$ cat src/sv/jts_pkg.sv
// Shared types, codes and constants of the JSON token scanner.
`default_nettype none
package jts_pkg;

	// Scanner modes between bytes.
	typedef enum logic [2:0] {
		M_IDLE,
		M_STR,
		M_ESC,
		M_INT,
		M_FRAC,
		M_EXP0,
		M_EXPD,
		M_WORD
	} mode_t;

	// Token kinds as they appear on the result stream.
	typedef enum logic [3:0] {
		TK_LBRACE  = 4'd0,
		TK_RBRACE  = 4'd1,
		TK_LBRACK  = 4'd2,
		TK_RBRACK  = 4'd3,
		TK_COMMA   = 4'd4,
		TK_COLON   = 4'd5,
		TK_STRING  = 4'd6,
		TK_NUMBER  = 4'd7,
		TK_TRUE    = 4'd8,
		TK_FALSE   = 4'd9,
		TK_NULL    = 4'd10,
		TK_EOF     = 4'd11,
		TK_INVALID = 4'd12
	} tok_kind_t;

	// Keyword tracking codes: a code names the keyword prefix matched so far.
	localparam logic [3:0] KW_NONE   = 4'd0;
	localparam logic [3:0] KW_T      = 4'd1;
	localparam logic [3:0] KW_TR     = 4'd2;
	localparam logic [3:0] KW_TRU    = 4'd3;
	localparam logic [3:0] KW_TRUE   = 4'd4;
	localparam logic [3:0] KW_F      = 4'd5;
	localparam logic [3:0] KW_FA     = 4'd6;
	localparam logic [3:0] KW_FAL    = 4'd7;
	localparam logic [3:0] KW_FALS   = 4'd8;
	localparam logic [3:0] KW_FALSE  = 4'd9;
	localparam logic [3:0] KW_N      = 4'd10;
	localparam logic [3:0] KW_NU     = 4'd11;
	localparam logic [3:0] KW_NUL    = 4'd12;
	localparam logic [3:0] KW_NULL   = 4'd13;
	localparam logic [3:0] KW_FAIL   = 4'd15;

	// Characters the scanner recognizes.
	localparam logic [7:0] CH_NUL    = 8'h00;
	localparam logic [7:0] CH_TAB    = 8'h09;
	localparam logic [7:0] CH_LF     = 8'h0A;
	localparam logic [7:0] CH_CR     = 8'h0D;
	localparam logic [7:0] CH_SPACE  = 8'h20;
	localparam logic [7:0] CH_QUOTE  = 8'h22;
	localparam logic [7:0] CH_PLUS   = 8'h2B;
	localparam logic [7:0] CH_COMMA  = 8'h2C;
	localparam logic [7:0] CH_MINUS  = 8'h2D;
	localparam logic [7:0] CH_DOT    = 8'h2E;
	localparam logic [7:0] CH_0      = 8'h30;
	localparam logic [7:0] CH_9      = 8'h39;
	localparam logic [7:0] CH_COLON  = 8'h3A;
	localparam logic [7:0] CH_UP_A   = 8'h41;
	localparam logic [7:0] CH_UP_E   = 8'h45;
	localparam logic [7:0] CH_UP_Z   = 8'h5A;
	localparam logic [7:0] CH_LBRACK = 8'h5B;
	localparam logic [7:0] CH_BSLASH = 8'h5C;
	localparam logic [7:0] CH_RBRACK = 8'h5D;
	localparam logic [7:0] CH_LO_A   = 8'h61;
	localparam logic [7:0] CH_LO_E   = 8'h65;
	localparam logic [7:0] CH_LO_F   = 8'h66;
	localparam logic [7:0] CH_LO_L   = 8'h6C;
	localparam logic [7:0] CH_LO_N   = 8'h6E;
	localparam logic [7:0] CH_LO_R   = 8'h72;
	localparam logic [7:0] CH_LO_S   = 8'h73;
	localparam logic [7:0] CH_LO_T   = 8'h74;
	localparam logic [7:0] CH_LO_U   = 8'h75;
	localparam logic [7:0] CH_LO_Z   = 8'h7A;
	localparam logic [7:0] CH_LBRACE = 8'h7B;
	localparam logic [7:0] CH_RBRACE = 8'h7D;

	// One result item.
	typedef struct packed {
		logic        last;
		logic [31:0] length;
		logic [31:0] offset;
		logic [31:0] column;
		logic [31:0] line;
		tok_kind_t   kind;
	} token_t;

	localparam int IN_TDATA_W  = 8;
	localparam int OUT_TDATA_W = 136;

	// Result queue sizing: room for two items in flight of two tokens each.
	localparam int FIFO_DEPTH = 8;
	localparam int FIFO_PTR_W = 3;
	localparam int FIFO_CNT_W = 4;
	localparam logic [FIFO_CNT_W-1:0] ACCEPT_LIMIT = FIFO_CNT_W'(FIFO_DEPTH - 4);

	// Advance the keyword prefix match by one letter.
	function automatic logic [3:0] kw_next(input logic [3:0] code, input logic [7:0] b);
		logic [3:0] nx;
		begin
			nx = KW_FAIL;
			case (code)
				KW_T:    if (b == CH_LO_R) nx = KW_TR;
				KW_TR:   if (b == CH_LO_U) nx = KW_TRU;
				KW_TRU:  if (b == CH_LO_E) nx = KW_TRUE;
				KW_F:    if (b == CH_LO_A) nx = KW_FA;
				KW_FA:   if (b == CH_LO_L) nx = KW_FAL;
				KW_FAL:  if (b == CH_LO_S) nx = KW_FALS;
				KW_FALS: if (b == CH_LO_E) nx = KW_FALSE;
				KW_N:    if (b == CH_LO_U) nx = KW_NU;
				KW_NU:   if (b == CH_LO_L) nx = KW_NUL;
				KW_NUL:  if (b == CH_LO_L) nx = KW_NULL;
				default: nx = KW_FAIL;
			endcase
			return nx;
		end
	endfunction

endpackage
`default_nettype wire

$ cat src/sv/jts_token_fifo.sv
// Result queue that takes up to two tokens a cycle and hands out one.
`default_nettype none
module jts_token_fifo (
	input  wire logic                         clk,
	input  wire logic                         arst_n,
	input  wire logic [1:0]                   push_cnt,
	input  wire jts_pkg::token_t              push0,
	input  wire jts_pkg::token_t              push1,
	input  wire logic                         pop,
	output jts_pkg::token_t                   head,
	output logic [jts_pkg::FIFO_CNT_W-1:0]    count
);
	import jts_pkg::*;

	token_t                 mem_q [FIFO_DEPTH];
	logic [FIFO_PTR_W-1:0]  wr_q;
	logic [FIFO_PTR_W-1:0]  rd_q;
	logic [FIFO_PTR_W-1:0]  wr_p1;
	logic [FIFO_CNT_W-1:0]  count_q;

	assign wr_p1 = wr_q + 1'b1;
	assign head  = mem_q[rd_q];
	assign count = count_q;

	always_ff @(posedge clk) begin
		if (push_cnt != 2'd0) mem_q[wr_q] <= push0;
		if (push_cnt == 2'd2) mem_q[wr_p1] <= push1;
	end

	always_ff @(posedge clk or negedge arst_n) begin
		if (!arst_n) begin
			wr_q    <= '0;
			rd_q    <= '0;
			count_q <= '0;
		end else begin
			wr_q    <= wr_q + FIFO_PTR_W'(push_cnt);
			rd_q    <= rd_q + FIFO_PTR_W'(pop);
			count_q <= count_q + FIFO_CNT_W'(push_cnt) - FIFO_CNT_W'(pop);
		end
	end

endmodule
`default_nettype wire

$ cat src/sv/jts_lexer.sv
// Next-state and token logic of the scanner for one byte.
`default_nettype none
module jts_lexer #(
	parameter int COUNTER_BITS = 32
) (
	input  wire logic [7:0]              text_byte,
	input  wire logic                    fin,
	input  wire jts_pkg::mode_t          mode_q,
	input  wire logic [3:0]              kw_q,
	input  wire logic [COUNTER_BITS-1:0] pos_q,
	input  wire logic [COUNTER_BITS-1:0] line_q,
	input  wire logic [COUNTER_BITS-1:0] col_q,
	input  wire logic [COUNTER_BITS-1:0] soff_q,
	input  wire logic [COUNTER_BITS-1:0] sline_q,
	input  wire logic [COUNTER_BITS-1:0] scol_q,
	output jts_pkg::mode_t               mode_n,
	output logic [3:0]                   kw_n,
	output logic [COUNTER_BITS-1:0]      pos_n,
	output logic [COUNTER_BITS-1:0]      line_n,
	output logic [COUNTER_BITS-1:0]      col_n,
	output logic [COUNTER_BITS-1:0]      soff_n,
	output logic [COUNTER_BITS-1:0]      sline_n,
	output logic [COUNTER_BITS-1:0]      scol_n,
	output jts_pkg::token_t              tok0,
	output jts_pkg::token_t              tok1,
	output logic [1:0]                   push_cnt
);
	import jts_pkg::*;

	localparam int CB = COUNTER_BITS;

	function automatic logic [CB-1:0] sat_inc(input logic [CB-1:0] v);
		return (v == {CB{1'b1}}) ? v : v + 1'b1;
	endfunction

	function automatic logic [31:0] clamp32(input logic [CB-1:0] v);
		logic [CB+31:0] ext;
		logic [CB+31:0] lim;
		begin
			ext = (CB + 32)'(v);
			lim = (CB + 32)'(32'hFFFF_FFFF);
			return (ext > lim) ? 32'hFFFF_FFFF : ext[31:0];
		end
	endfunction

	function automatic token_t mk_tok(input tok_kind_t k, input logic [CB-1:0] ln,
			input logic [CB-1:0] cl, input logic [CB-1:0] off, input logic [CB-1:0] len);
		token_t t;
		begin
			t.kind   = k;
			t.line   = clamp32(ln);
			t.column = clamp32(cl);
			t.offset = clamp32(off);
			t.length = clamp32(len);
			t.last   = 1'b0;
			return t;
		end
	endfunction

	logic [CB-1:0] pos_c, line_c, col_c;
	logic [CB-1:0] zero_c;
	logic          is_dig, is_alp, is_nl;
	logic          pre_v, post_v, cont;
	token_t        pre_t, post_t;
	mode_t         nx;

	assign zero_c = '0;
	assign is_nl  = (text_byte == CH_LF);
	assign is_dig = (text_byte >= CH_0) && (text_byte <= CH_9);
	assign is_alp = ((text_byte >= CH_LO_A) && (text_byte <= CH_LO_Z)) ||
			((text_byte >= CH_UP_A) && (text_byte <= CH_UP_Z));

	// Counters after this byte is consumed.
	assign pos_c  = sat_inc(pos_q);
	assign line_c = is_nl ? sat_inc(line_q) : line_q;
	assign col_c  = is_nl ? CB'(1) : sat_inc(col_q);

	always_comb begin
		mode_n  = mode_q;
		kw_n    = kw_q;
		pos_n   = pos_q;
		line_n  = line_q;
		col_n   = col_q;
		soff_n  = soff_q;
		sline_n = sline_q;
		scol_n  = scol_q;
		pre_v   = 1'b0;
		post_v  = 1'b0;
		pre_t   = '0;
		post_t  = '0;
		cont    = 1'b0;
		nx      = M_IDLE;

		// Finish or extend the token in progress.
		case (mode_q)
			M_STR, M_ESC: begin
				if (fin) begin
					pre_v = 1'b1;
					pre_t = mk_tok(TK_INVALID, line_q, col_q, zero_c, zero_c);
					cont  = 1'b1;
				end else begin
					if (mode_q == M_ESC) begin
						mode_n = M_STR;
					end else if (text_byte == CH_QUOTE) begin
						pre_v  = 1'b1;
						pre_t  = mk_tok(TK_STRING, sline_q, scol_q, soff_q, pos_q - soff_q);
						mode_n = M_IDLE;
					end else if (text_byte == CH_BSLASH) begin
						mode_n = M_ESC;
					end
					pos_n  = pos_c;
					line_n = line_c;
					col_n  = col_c;
				end
			end
			M_INT, M_FRAC, M_EXP0, M_EXPD: begin
				if (!fin) begin
					case (mode_q)
						M_INT: begin
							if (is_dig) nx = M_INT;
							else if (text_byte == CH_DOT) nx = M_FRAC;
							else if (text_byte == CH_LO_E || text_byte == CH_UP_E) nx = M_EXP0;
						end
						M_FRAC: begin
							if (is_dig) nx = M_FRAC;
							else if (text_byte == CH_LO_E || text_byte == CH_UP_E) nx = M_EXP0;
						end
						M_EXP0: begin
							if (is_dig || text_byte == CH_PLUS || text_byte == CH_MINUS)
								nx = M_EXPD;
						end
						default: begin
							if (is_dig) nx = M_EXPD;
						end
					endcase
				end
				if (nx != M_IDLE) begin
					mode_n = nx;
					pos_n  = pos_c;
					line_n = line_c;
					col_n  = col_c;
				end else begin
					pre_v  = 1'b1;
					pre_t  = mk_tok(TK_NUMBER, sline_q, scol_q, soff_q, pos_q - soff_q);
					mode_n = M_IDLE;
					cont   = 1'b1;
				end
			end
			M_WORD: begin
				if (!fin && is_alp) begin
					kw_n   = kw_next(kw_q, text_byte);
					pos_n  = pos_c;
					line_n = line_c;
					col_n  = col_c;
				end else begin
					pre_v = 1'b1;
					if (kw_q == KW_TRUE)
						pre_t = mk_tok(TK_TRUE, sline_q, scol_q, zero_c, zero_c);
					else if (kw_q == KW_FALSE)
						pre_t = mk_tok(TK_FALSE, sline_q, scol_q, zero_c, zero_c);
					else if (kw_q == KW_NULL)
						pre_t = mk_tok(TK_NULL, sline_q, scol_q, zero_c, zero_c);
					else
						pre_t = mk_tok(TK_INVALID, line_q, col_q, zero_c, zero_c);
					mode_n = M_IDLE;
					kw_n   = KW_NONE;
					cont   = 1'b1;
				end
			end
			default: begin
				cont = 1'b1;
			end
		endcase

		// The byte starts a new token, or the document ends here.
		if (cont) begin
			if (fin) begin
				post_v  = 1'b1;
				post_t  = mk_tok(TK_EOF, line_q, col_q, zero_c, zero_c);
				mode_n  = M_IDLE;
				kw_n    = KW_NONE;
				pos_n   = '0;
				line_n  = CB'(1);
				col_n   = CB'(1);
				soff_n  = '0;
				sline_n = '0;
				scol_n  = '0;
			end else begin
				pos_n  = pos_c;
				line_n = line_c;
				col_n  = col_c;
				case (text_byte)
					CH_SPACE, CH_TAB, CH_CR, CH_LF: begin
					end
					CH_LBRACE: begin
						post_v = 1'b1;
						post_t = mk_tok(TK_LBRACE, line_c, col_c, zero_c, zero_c);
					end
					CH_RBRACE: begin
						post_v = 1'b1;
						post_t = mk_tok(TK_RBRACE, line_c, col_c, zero_c, zero_c);
					end
					CH_LBRACK: begin
						post_v = 1'b1;
						post_t = mk_tok(TK_LBRACK, line_c, col_c, zero_c, zero_c);
					end
					CH_RBRACK: begin
						post_v = 1'b1;
						post_t = mk_tok(TK_RBRACK, line_c, col_c, zero_c, zero_c);
					end
					CH_COMMA: begin
						post_v = 1'b1;
						post_t = mk_tok(TK_COMMA, line_c, col_c, zero_c, zero_c);
					end
					CH_COLON: begin
						post_v = 1'b1;
						post_t = mk_tok(TK_COLON, line_c, col_c, zero_c, zero_c);
					end
					CH_QUOTE: begin
						// String text starts after the opening quote.
						soff_n  = pos_c;
						sline_n = line_c;
						scol_n  = col_c;
						mode_n  = M_STR;
					end
					default: begin
						if (is_dig || text_byte == CH_MINUS) begin
							soff_n  = pos_q;
							sline_n = line_q;
							scol_n  = col_q;
							mode_n  = M_INT;
						end else if (is_alp) begin
							soff_n  = pos_q;
							sline_n = line_q;
							scol_n  = col_q;
							mode_n  = M_WORD;
							if (text_byte == CH_LO_T)      kw_n = KW_T;
							else if (text_byte == CH_LO_F) kw_n = KW_F;
							else if (text_byte == CH_LO_N) kw_n = KW_N;
							else                           kw_n = KW_FAIL;
						end else begin
							post_v = 1'b1;
							post_t = mk_tok(TK_INVALID, line_c, col_c, zero_c, zero_c);
						end
					end
				endcase
			end
		end
	end

	always_comb begin
		push_cnt  = 2'(pre_v) + 2'(post_v);
		tok0      = pre_v ? pre_t : post_t;
		tok0.last = (push_cnt == 2'd1);
		tok1      = post_t;
		tok1.last = 1'b1;
	end

endmodule
`default_nettype wire

$ cat src/sv/json_token_scanner_unit.sv
// Streaming JSON scanner: one text byte in per item, tokens out.
//
// Input channel (s_*): one source byte per item in s_tdata; s_tlast marks end
// of document, and a zero byte does the same. Output channel (m_*): one token
// per item with kind, line, column, text offset and text length in m_tdata;
// m_tlast is set on the final token caused by an input byte.
//
// An accepted byte is held in the input register while the scanner logic
// updates its counters and writes zero, one or two tokens into an
// eight-entry result queue, whose head drives m_tvalid. A byte is accepted
// every cycle while s_tready is high; one that ends a token and starts
// another (or ends the document) makes two tokens, which leave one after
// the other, so the output side sets the pace at one token per cycle while
// m_tready is high. s_tready drops when the queue could not take the tokens
// of the byte in the input register plus the next one.
//
// Reset clears the queue and returns the scanner to the start of a document
// (line 1, column 1, offset 0). A stalled receiver just fills the queue and
// then holds s_tready low; nothing is lost or repeated. End of document
// flushes the pending token, emits an eof token and starts a new document.
`default_nettype none
module json_token_scanner_unit #(
	parameter int COUNTER_BITS = 32
) (
	input  wire logic                               clk,
	input  wire logic                               arst_n,
	input  wire logic                               s_tvalid,
	output logic                                    s_tready,
	input  wire logic [jts_pkg::IN_TDATA_W-1:0]     s_tdata,   // [7:0] text_byte
	input  wire logic                               s_tlast,   // end_of_input
	output logic                                    m_tvalid,
	input  wire logic                               m_tready,
	// [3:0] token_kind, [35:4] token_line, [67:36] token_column,
	// [99:68] span_offset, [131:100] span_length, [135:132] zero
	output logic [jts_pkg::OUT_TDATA_W-1:0]         m_tdata,
	output logic                                    m_tlast    // last_of_run
);
	import jts_pkg::*;

	localparam int CB = COUNTER_BITS;

	logic                  valid_s1;
	logic [7:0]            byte_s1;
	logic                  eoi_s1;
	logic                  fin_s1;

	mode_t                 mode_q, mode_n;
	logic [3:0]            kw_q, kw_n;
	logic [CB-1:0]         pos_q, pos_n;
	logic [CB-1:0]         line_q, line_n;
	logic [CB-1:0]         col_q, col_n;
	logic [CB-1:0]         soff_q, soff_n;
	logic [CB-1:0]         sline_q, sline_n;
	logic [CB-1:0]         scol_q, scol_n;

	token_t                tok0, tok1, head;
	logic [1:0]            lex_cnt, push_cnt;
	logic [FIFO_CNT_W-1:0] count;
	logic [FIFO_CNT_W-1:0] inflight;
	logic                  pop;

	assign inflight = valid_s1 ? FIFO_CNT_W'(2) : FIFO_CNT_W'(0);
	assign s_tready = (count + inflight) <= ACCEPT_LIMIT + FIFO_CNT_W'(2);
	assign fin_s1   = eoi_s1 || (byte_s1 == CH_NUL);
	assign push_cnt = valid_s1 ? lex_cnt : 2'd0;
	assign m_tvalid = (count != '0);
	assign pop      = m_tvalid && m_tready;
	assign m_tdata  = {4'b0, head.length, head.offset, head.column, head.line, head.kind};
	assign m_tlast  = head.last;

	always_ff @(posedge clk or negedge arst_n) begin
		if (!arst_n) valid_s1 <= 1'b0;
		else         valid_s1 <= s_tvalid && s_tready;
	end

	always_ff @(posedge clk) begin
		if (s_tvalid && s_tready) begin
			byte_s1 <= s_tdata;
			eoi_s1  <= s_tlast;
		end
	end

	always_ff @(posedge clk or negedge arst_n) begin
		if (!arst_n) begin
			mode_q  <= M_IDLE;
			kw_q    <= KW_NONE;
			pos_q   <= '0;
			line_q  <= CB'(1);
			col_q   <= CB'(1);
			soff_q  <= '0;
			sline_q <= '0;
			scol_q  <= '0;
		end else if (valid_s1) begin
			mode_q  <= mode_n;
			kw_q    <= kw_n;
			pos_q   <= pos_n;
			line_q  <= line_n;
			col_q   <= col_n;
			soff_q  <= soff_n;
			sline_q <= sline_n;
			scol_q  <= scol_n;
		end
	end

	jts_lexer #(
		.COUNTER_BITS(COUNTER_BITS)
	) u_lexer (
		.text_byte (byte_s1),
		.fin       (fin_s1),
		.mode_q    (mode_q),
		.kw_q      (kw_q),
		.pos_q     (pos_q),
		.line_q    (line_q),
		.col_q     (col_q),
		.soff_q    (soff_q),
		.sline_q   (sline_q),
		.scol_q    (scol_q),
		.mode_n    (mode_n),
		.kw_n      (kw_n),
		.pos_n     (pos_n),
		.line_n    (line_n),
		.col_n     (col_n),
		.soff_n    (soff_n),
		.sline_n   (sline_n),
		.scol_n    (scol_n),
		.tok0      (tok0),
		.tok1      (tok1),
		.push_cnt  (lex_cnt)
	);

	jts_token_fifo u_fifo (
		.clk      (clk),
		.arst_n   (arst_n),
		.push_cnt (push_cnt),
		.push0    (tok0),
		.push1    (tok1),
		.pop      (pop),
		.head     (head),
		.count    (count)
	);

`ifndef NO_ASSERTIONS
	// The result queue never overflows.
	a_no_overflow: assert property (@(posedge clk) disable iff (!arst_n)
		(FIFO_CNT_W + 1)'(count) + (FIFO_CNT_W + 1)'(push_cnt) <= (FIFO_CNT_W + 1)'(FIFO_DEPTH))
		else $error("result queue overflow");

	// End of document always yields at least the eof token.
	a_fin_emits: assert property (@(posedge clk) disable iff (!arst_n)
		(valid_s1 && fin_s1) |-> (push_cnt != 2'd0))
		else $error("end of document produced no token");

	// After end of document the scanner is back at the start of a document.
	a_fin_resets: assert property (@(posedge clk) disable iff (!arst_n)
		(valid_s1 && fin_s1) |=> (mode_q == M_IDLE && pos_q == '0 && line_q == CB'(1)
			&& col_q == CB'(1)))
		else $error("scanner state not cleared after end of document");

	// Two tokens from one byte: only the second one closes the run.
	a_last_order: assert property (@(posedge clk) disable iff (!arst_n)
		(push_cnt == 2'd2) |-> (!tok0.last && tok1.last))
		else $error("last_of_run misplaced on a two-token byte");
`endif

endmodule
`default_nettype wire

$ cat config.mk
export PLATFORM = sky130hd
export DESIGN_NAME = json_token_scanner_unit
export DESIGN_NICKNAME = d
export VERILOG_FILES = /design/src/sv/jts_pkg.sv /design/src/sv/jts_token_fifo.sv /design/src/sv/jts_lexer.sv /design/src/sv/json_token_scanner_unit.sv
export SDC_FILE = /design/constraint.sdc
export NUM_CORES = 2
export LEC_CHECK = 0
export BUFFER_PORTS_ARGS = -buffer_cell sky130_fd_sc_hd__buf_2
export CAP_MARGIN = 15
export CORE_ASPECT_RATIO = 1.2
export CORE_UTILIZATION = 53
export CTS_CLUSTER_SIZE = 10
export DETAILED_ROUTE_END_ITERATION = 10
export PLACE_DENSITY_LB_ADDON = 0.2
export SETUP_SLACK_MARGIN = 0.15
export SLEW_MARGIN = 20
export SYNTH_ARGS = -nofsm -noshare
export SYNTH_HDL_FRONTEND = slang
export SYNTH_SLANG_ARGS = --single-unit
$ cat constraint.sdc
create_clock -name clk -period 6.4 [get_ports clk]
set_clock_uncertainty 0.05 [all_clocks]
set_input_delay 1.6 -clock clk [delete_from_list [all_inputs] [get_ports clk]]
set_output_delay 1.6 -clock clk [all_outputs]
set_load 0.03 [all_outputs]
# --- Word level (Yosys, flattened, before mapping) ---
# Memories as Yosys holds them, arrays and structs flattened.
# Index checks and enable logic that the tools add are counted.
classes:
  reduce_logical: 27
  eq_ne: 54
  magnitude_cmp: 7
  n_mux: 111
  add_sub_neg: 11
op_table:
  columns: ["op", "count"]
  rows:
  - ["$mux W132", 9]
  - ["$mux W32", 29]
  - ["$pmux W132 S7", 1]
  - ["$pmux W132 S3", 1]
  - ["$pmux W32 S3", 3]
  - ["$mux W68", 4]
  - ["$pmux W32 S2", 3]
  - ["$eq A8 B7 Y1 const B", 15]
  - ["$add A32 B1 Y32 const B", 3]
  - ["$eq A32 B32 Y1 const B", 3]
  - ["$mux W3", 22]
  - ["$eq A8 B6 Y1 const B", 7]
  - ["$mux W4", 14]
  - ["$pmux W4 S10", 1]
  - ["$sub A32 B32 Y32", 1]
  - ["$eq A4 B4 Y1 const B", 6]
  - ["$eq A8 B4 Y1 const B", 3]
  - ["$pmux W3 S3", 2]
  - ["$eq A4 B3 Y1 const B", 4]
  - ["$ge A8 B7 Y1 const B", 2]
  - ["$le A8 B7 Y1 const B", 2]
  - ["$mux W1", 14]
  - ["$eq A3 B3 Y1 const B", 4]
  - ["$reduce_bool A4 Y1", 3]
  - ["other kinds (36)", 54]
totals:
  output_inout_bits: 139
  ramBits: 1064
  word_cells: 225
  register_bits: 219
  mem_count: 1
  inputBits: 13
memory_table:
  columns: ["memory", "words", "width", "read_ports", "rd_clocked_by_memory_dff", "write_ports", "line_no", "source"]
  rows:
  - ["u_fifo.mem_q", 8, 133, 1, 0, 2, "jts_token_fifo.sv:15", "token_t mem_q [FIFO_DEPTH];"]

# --- Depth between registers and ports, before layout ---
logic_depth:
  word_depth: 17
  depth_mapped: 19
  mapped_depth_nobuf: 15

# --- Cells and area by module ---
# From an unflattened synthesis, not the netlist that was laid out.
unflattened:
  hier_cells: 5219
  area_unflattened_um2: 72422.0
modules_own_cells:
  columns: ["module", "area_each_um2", "seq_area_each_um2", "cells_per_inst", "n_inst"]
  rows:
  - ["jts_token_fifo", 52997.1, 32200.9, 2783, 1]
  - ["jts_lexer", 11533.6, 0.0, 1988, 1]
  - ["json_token_scanner_unit", 7891.3, 5277.6, 448, 1]

# --- Worst setup path before layout ---
# OpenSTA, ideal clock, no wires.
synth_path:
  kind: "flip-flop to flip-flop"
  from: "register byte_s1[1]"
  to: "memory u_fifo.mem_q[0][0] in the netlist's numbering, enable pin"
  n_path_buf: 4
  path_slack_ns: 0.766
  setup_time_ns: 0.422
  arrival_time_ns: 5.162
  stages_incl_launch_ff: 17
  synth_period_minus_slack_ns: 5.634
  required_time_ns: 5.928
  cell_sequence: "edfxtp_1 buf_2 nor4_1 o2bb2ai_1 o2bb2ai_1 nor4_1 nor3_1 nor2_1 buf_2 buf_2 ha_1 o21ai_0 or2_2 nor3_1 nor2_1 clkbuf_1 inv_1"
synth_rtl:
  columns: ["item", "line_no", "source"]
  rows:
  - ["start, declared", "json_token_scanner_unit.sv:43", "logic [7:0] byte_s1;"]
  - ["start signal, assigned", "json_token_scanner_unit.sv:78", "byte_s1 <= s_tdata;"]
  - ["end, declared", "jts_token_fifo.sv:15", null]

==> run_results.csv <==
group,metric,value,unit
power,leakage,23.29,nW
synthesis,synth_top_area_cell,"edfxtp_1",
synthesis,synth_cell_types,86,
grt,gr-usage-all-layers,0.3417,
floorplan,die_area,0.1158,mm2
setup_path,cp.required,6750,ps
cts,clock_tree.buffer_depth,3,
cts,postCtsSetupBuffers,0,
setup_path,worstSetupEndpointType,"flip-flop",
place,place_congestion,0.9184,
cells_and_area,multi_input_area,0.02643,mm2
sta,max_clock_freq,175.1,MHz
cts,root_buffer,"clkbuf_16",
power,power.density,438.1,mW/mm2
cells_and_area,area_growth_syn_to_layout,11.28,%
routing,avgRoutedWirePerCell,28.37,um
cells_and_area,nNetsFinal,5536,
grt,antenna_found_initial,5,
cts,cts_tree,"done",
outcome,status,"finished clean",
synthesis,synth_cells,5506,
sta,relSlewSlack,0.2486,
place,placement.io_buffers,147,
cts,htreeDepth,4,
power,power_switching,11.74,mW
setup_path,path_buf_inv,4,
synthesis,ys_warn_count,0,
sta,setup_viol,0,
grt,grt_overflow,0,
floorplan,die_w,310.8,um
routing,dr_total_vias,47980,
power,p_comb_frac,0.382,
power,worst_ir_drop_vdd,0.3713,mV
sta,finalCritPeriodShare,0.8922,
synthesis,yosys.cell_count.top_type,"nand2_1",
sta,timing_hold_violations_final,0,
floorplan,die_h,372.6,um
cells_and_area,fillCellCount,9282,
routing,postRouteAntennaNets,0,
grt,grt_pass1_wl,298000,um
sta,rsz0062_at_grt,"no",
floorplan,core.rowCount,135,
power,p_seq_frac,0.358,
routing,wl,200300,um
synthesis,async_flop_share,0.1637,
run,cap_viol_max_count,0,
grt,grt_max_degree,104,
power,internal_power,17.82,mW
power,total_power,29.56,mW
sta,finalCriticalPeriod,5710,ps
cts,cts_hold_buf,0,
power,p_sw_frac,0.3972,
cts,cts_made_buffers,147,
sta,tns,0,ps
synthesis,synth_edf_count,553,
synthesis,synth_commonest_cells,"807 x nand2_1, 603 x o21ai_0, 553 x edfxtp_1",
setup_path,cpMaxStageDelayCell,"nor2_2",
min_path,min_path_type,"reg -> reg",
floorplan,initial_core_util,0.5359,
setup_path,cp-start-kind,"flip-flop",
cts,clk_pin_slew_worst_paths,50,ps
synthesis,mappedNetlistArea,0.06064,mm2
routing,remaining_drc_errors,0,
synthesis,synth_seq_area_share,0.5322,
setup_path,crit_family,"simple AND/OR/NAND/NOR gates",
floorplan,io_pins,152,
routing,firstDrtPassIters,6,
routing,dr.first_iter.drc_count,5357,
setup_path,crit_arrival,6060,ps
synthesis,ys_ff_latch,1283,
sta,worst-slew-pin-transition,1119,ps
grt,grt_pass1_vias,47150,
cts,cts.repair.resized,0,
cells_and_area,drive_gt1_frac,0.1713,
floorplan,core,0.1132,mm2
place,hpwl,121700,um
cells_and_area,ff_latch_area,0.03229,mm2
synthesis,synth.avg_cell_area,11.01,um2
cts,insertion_delay,790,ps
setup_path,critPathKind,"reg -> reg",
synthesis,ys.flop_type,"edfxtp_1",
setup_path,cpPeakStageDelay,840,ps
synthesis,synth_area_leaders,"edfxtp_1 27%, dfxtp_1 17%, mux4_2 9.9%",
power,clock_power_share,0.260,
sta,drv_slew,0,
setup_path,cp_max_fo,69,
setup_path,cp_cell_sequence,"and4bb_2 > nor3b_1 > a21oi_1 > o32a_1 > a32o_1 > nor3_2 > inv_1 > buf_4 > ha_1 > o21ai_0 > nand2b_1 > nor2_2 > nor2_4 > clkinv_2 > buf_12",
synthesis,yosysTopAreaCellShare,0.2738,
routing,vias_per_cell,6.795,
cells_and_area,insertedDiodeCount,0,
cts,cts_sinks,1283,
## worst paths after layout
path                            depth (start not counted)                             start  slack, ps                                to
max in group asynchronous                               2                            arst_n       4260                valid_s1$_DFF_PN0_
worst min-delay path                                    2  u_fifo.mem_q[2][96]$_SDFFE_PP0P_        400  u_fifo.mem_q[2][96]$_SDFFE_PP0P_
min in group asynchronous                               1                            arst_n        810            scol_q[26]$_DFFE_PN0P_
worst max register to register                         15              byte_s1[2]$_DFFE_PP_        690     u_fifo.mem_q[6][39]$_DFFE_PP_
worst max-delay path                                   15              byte_s1[2]$_DFFE_PP_        690     u_fifo.mem_q[6][39]$_DFFE_PP_
worst min register to register                          2  u_fifo.mem_q[2][96]$_SDFFE_PP0P_        400  u_fifo.mem_q[2][96]$_SDFFE_PP0P_
## cell type report
cell class | count | share of cell area
clock inverters | 13 | 0.003523
multi-input cells | 3652 | 0.3916
repair buffers | 305 | 0.03438
inverters | 84 | 0.004821
well taps | 1507 | 0.02794
flip-flops and latches | 1283 | 0.4785
clock buffers | 216 | 0.05928
## sequential cells by signal (all words and copies together) (netlist names), 3 cells and up
| register | flops |
|---|---|
| u_fifo.mem_q | 1064 |
| col_q | 32 |
| line_q | 32 |
| pos_q | 32 |
| scol_q | 32 |
| sline_q | 32 |
| soff_q | 32 |
| byte_s1 | 8 |
| kw_q | 4 |
| u_fifo.count | 4 |
| mode_q | 3 |
| u_fifo.rd_q | 3 |
| u_fifo.wr_q | 3 |
## per-stage QoR
| step | instances | instance area [um2] | setup slack, ps | utilization | hold WS, ps |
|---|---|---|---|---|---|
| after CTS | 7060 | 67470 | 854.7 | 0.5962 | 398.7 |
| after floorplan | 5509 | 60660 | 765.9 | - | 369.8 |
| after global placement | 6831 | 63230 | 939.2 | 0.5587 | 378.2 |
| final | 7060 | 67480 | 690.1 | 0.5963 | 395.6 |
| after detailed placement | 6831 | 63240 | 876.9 | 0.5588 | 386.5 |
| after global routing | 7060 | 67480 | 460.4 | 0.5963 | 415.6 |
## tightest hold or removal path: stages, from the launching register on
cell and delay (ps):
dfxtp_1 320, nand2_1 40, o21ai_0 50
## routing by layer
| layer | share of wire | vias to the layer above | global-route usage |
|---|---|---|---|
| met1 | 0.36 | 23590 | 0.4114 |
| met4 | 0.062 | 6 | 0.2056 |
| met3 | 0.093 | 677 | 0.06538 |
| li1 | - | 20860 | - |
| met2 | 0.48 | 2848 | 0.5722 |
| met5 | 0.00018 | - | 0 |
## layout by cell type (no fill, tap or decap), types with 134 or more instances in the layout
| cell | instances |
|---|---|
| a22o_1 | 174 |
| buf_2 | 146 |
| clkbuf_16 | 149 |
| dfrtp_1 | 204 |
| dfxtp_1 | 520 |
| edfxtp_1 | 553 |
| mux2_2 | 134 |
| mux4_2 | 266 |
| nand2_1 | 801 |
| nor2_1 | 134 |
| o21ai_0 | 603 |
| o22ai_1 | 525 |
## cell families after synthesis
group / Yosys count / synth area share
XOR/XNOR: 128 / 0.01849
buffers and inverters: 574 / 0.03654
AND/OR/NAND/NOR: 1289 / 0.09212
other: 1 / 0.00006184
multiplexers: 407 / 0.1248
flip-flops: 1283 / 0.5322
AO/OA/AOI/OAI: 1773 / 0.1849
adder cells (fa/ha/maj): 51 / 0.01085
## power by group through the flow
stage | registers, mW | logic, mW | clock network (mW)
2_1_floorplan | 10.2 | 7.37 | 0
3_3_place_gp | 10.7 | 11.1 | 0
3_5_place_dp | 10.7 | 11.1 | 0
4_1_cts | 10.6 | 11.2 | 7.73
5_1_grt | 10.7 | 11.7 | 8.05
6_report | 10.6 | 11.3 | 7.68
Note: power is estimated with default switching activity, not from simulation.
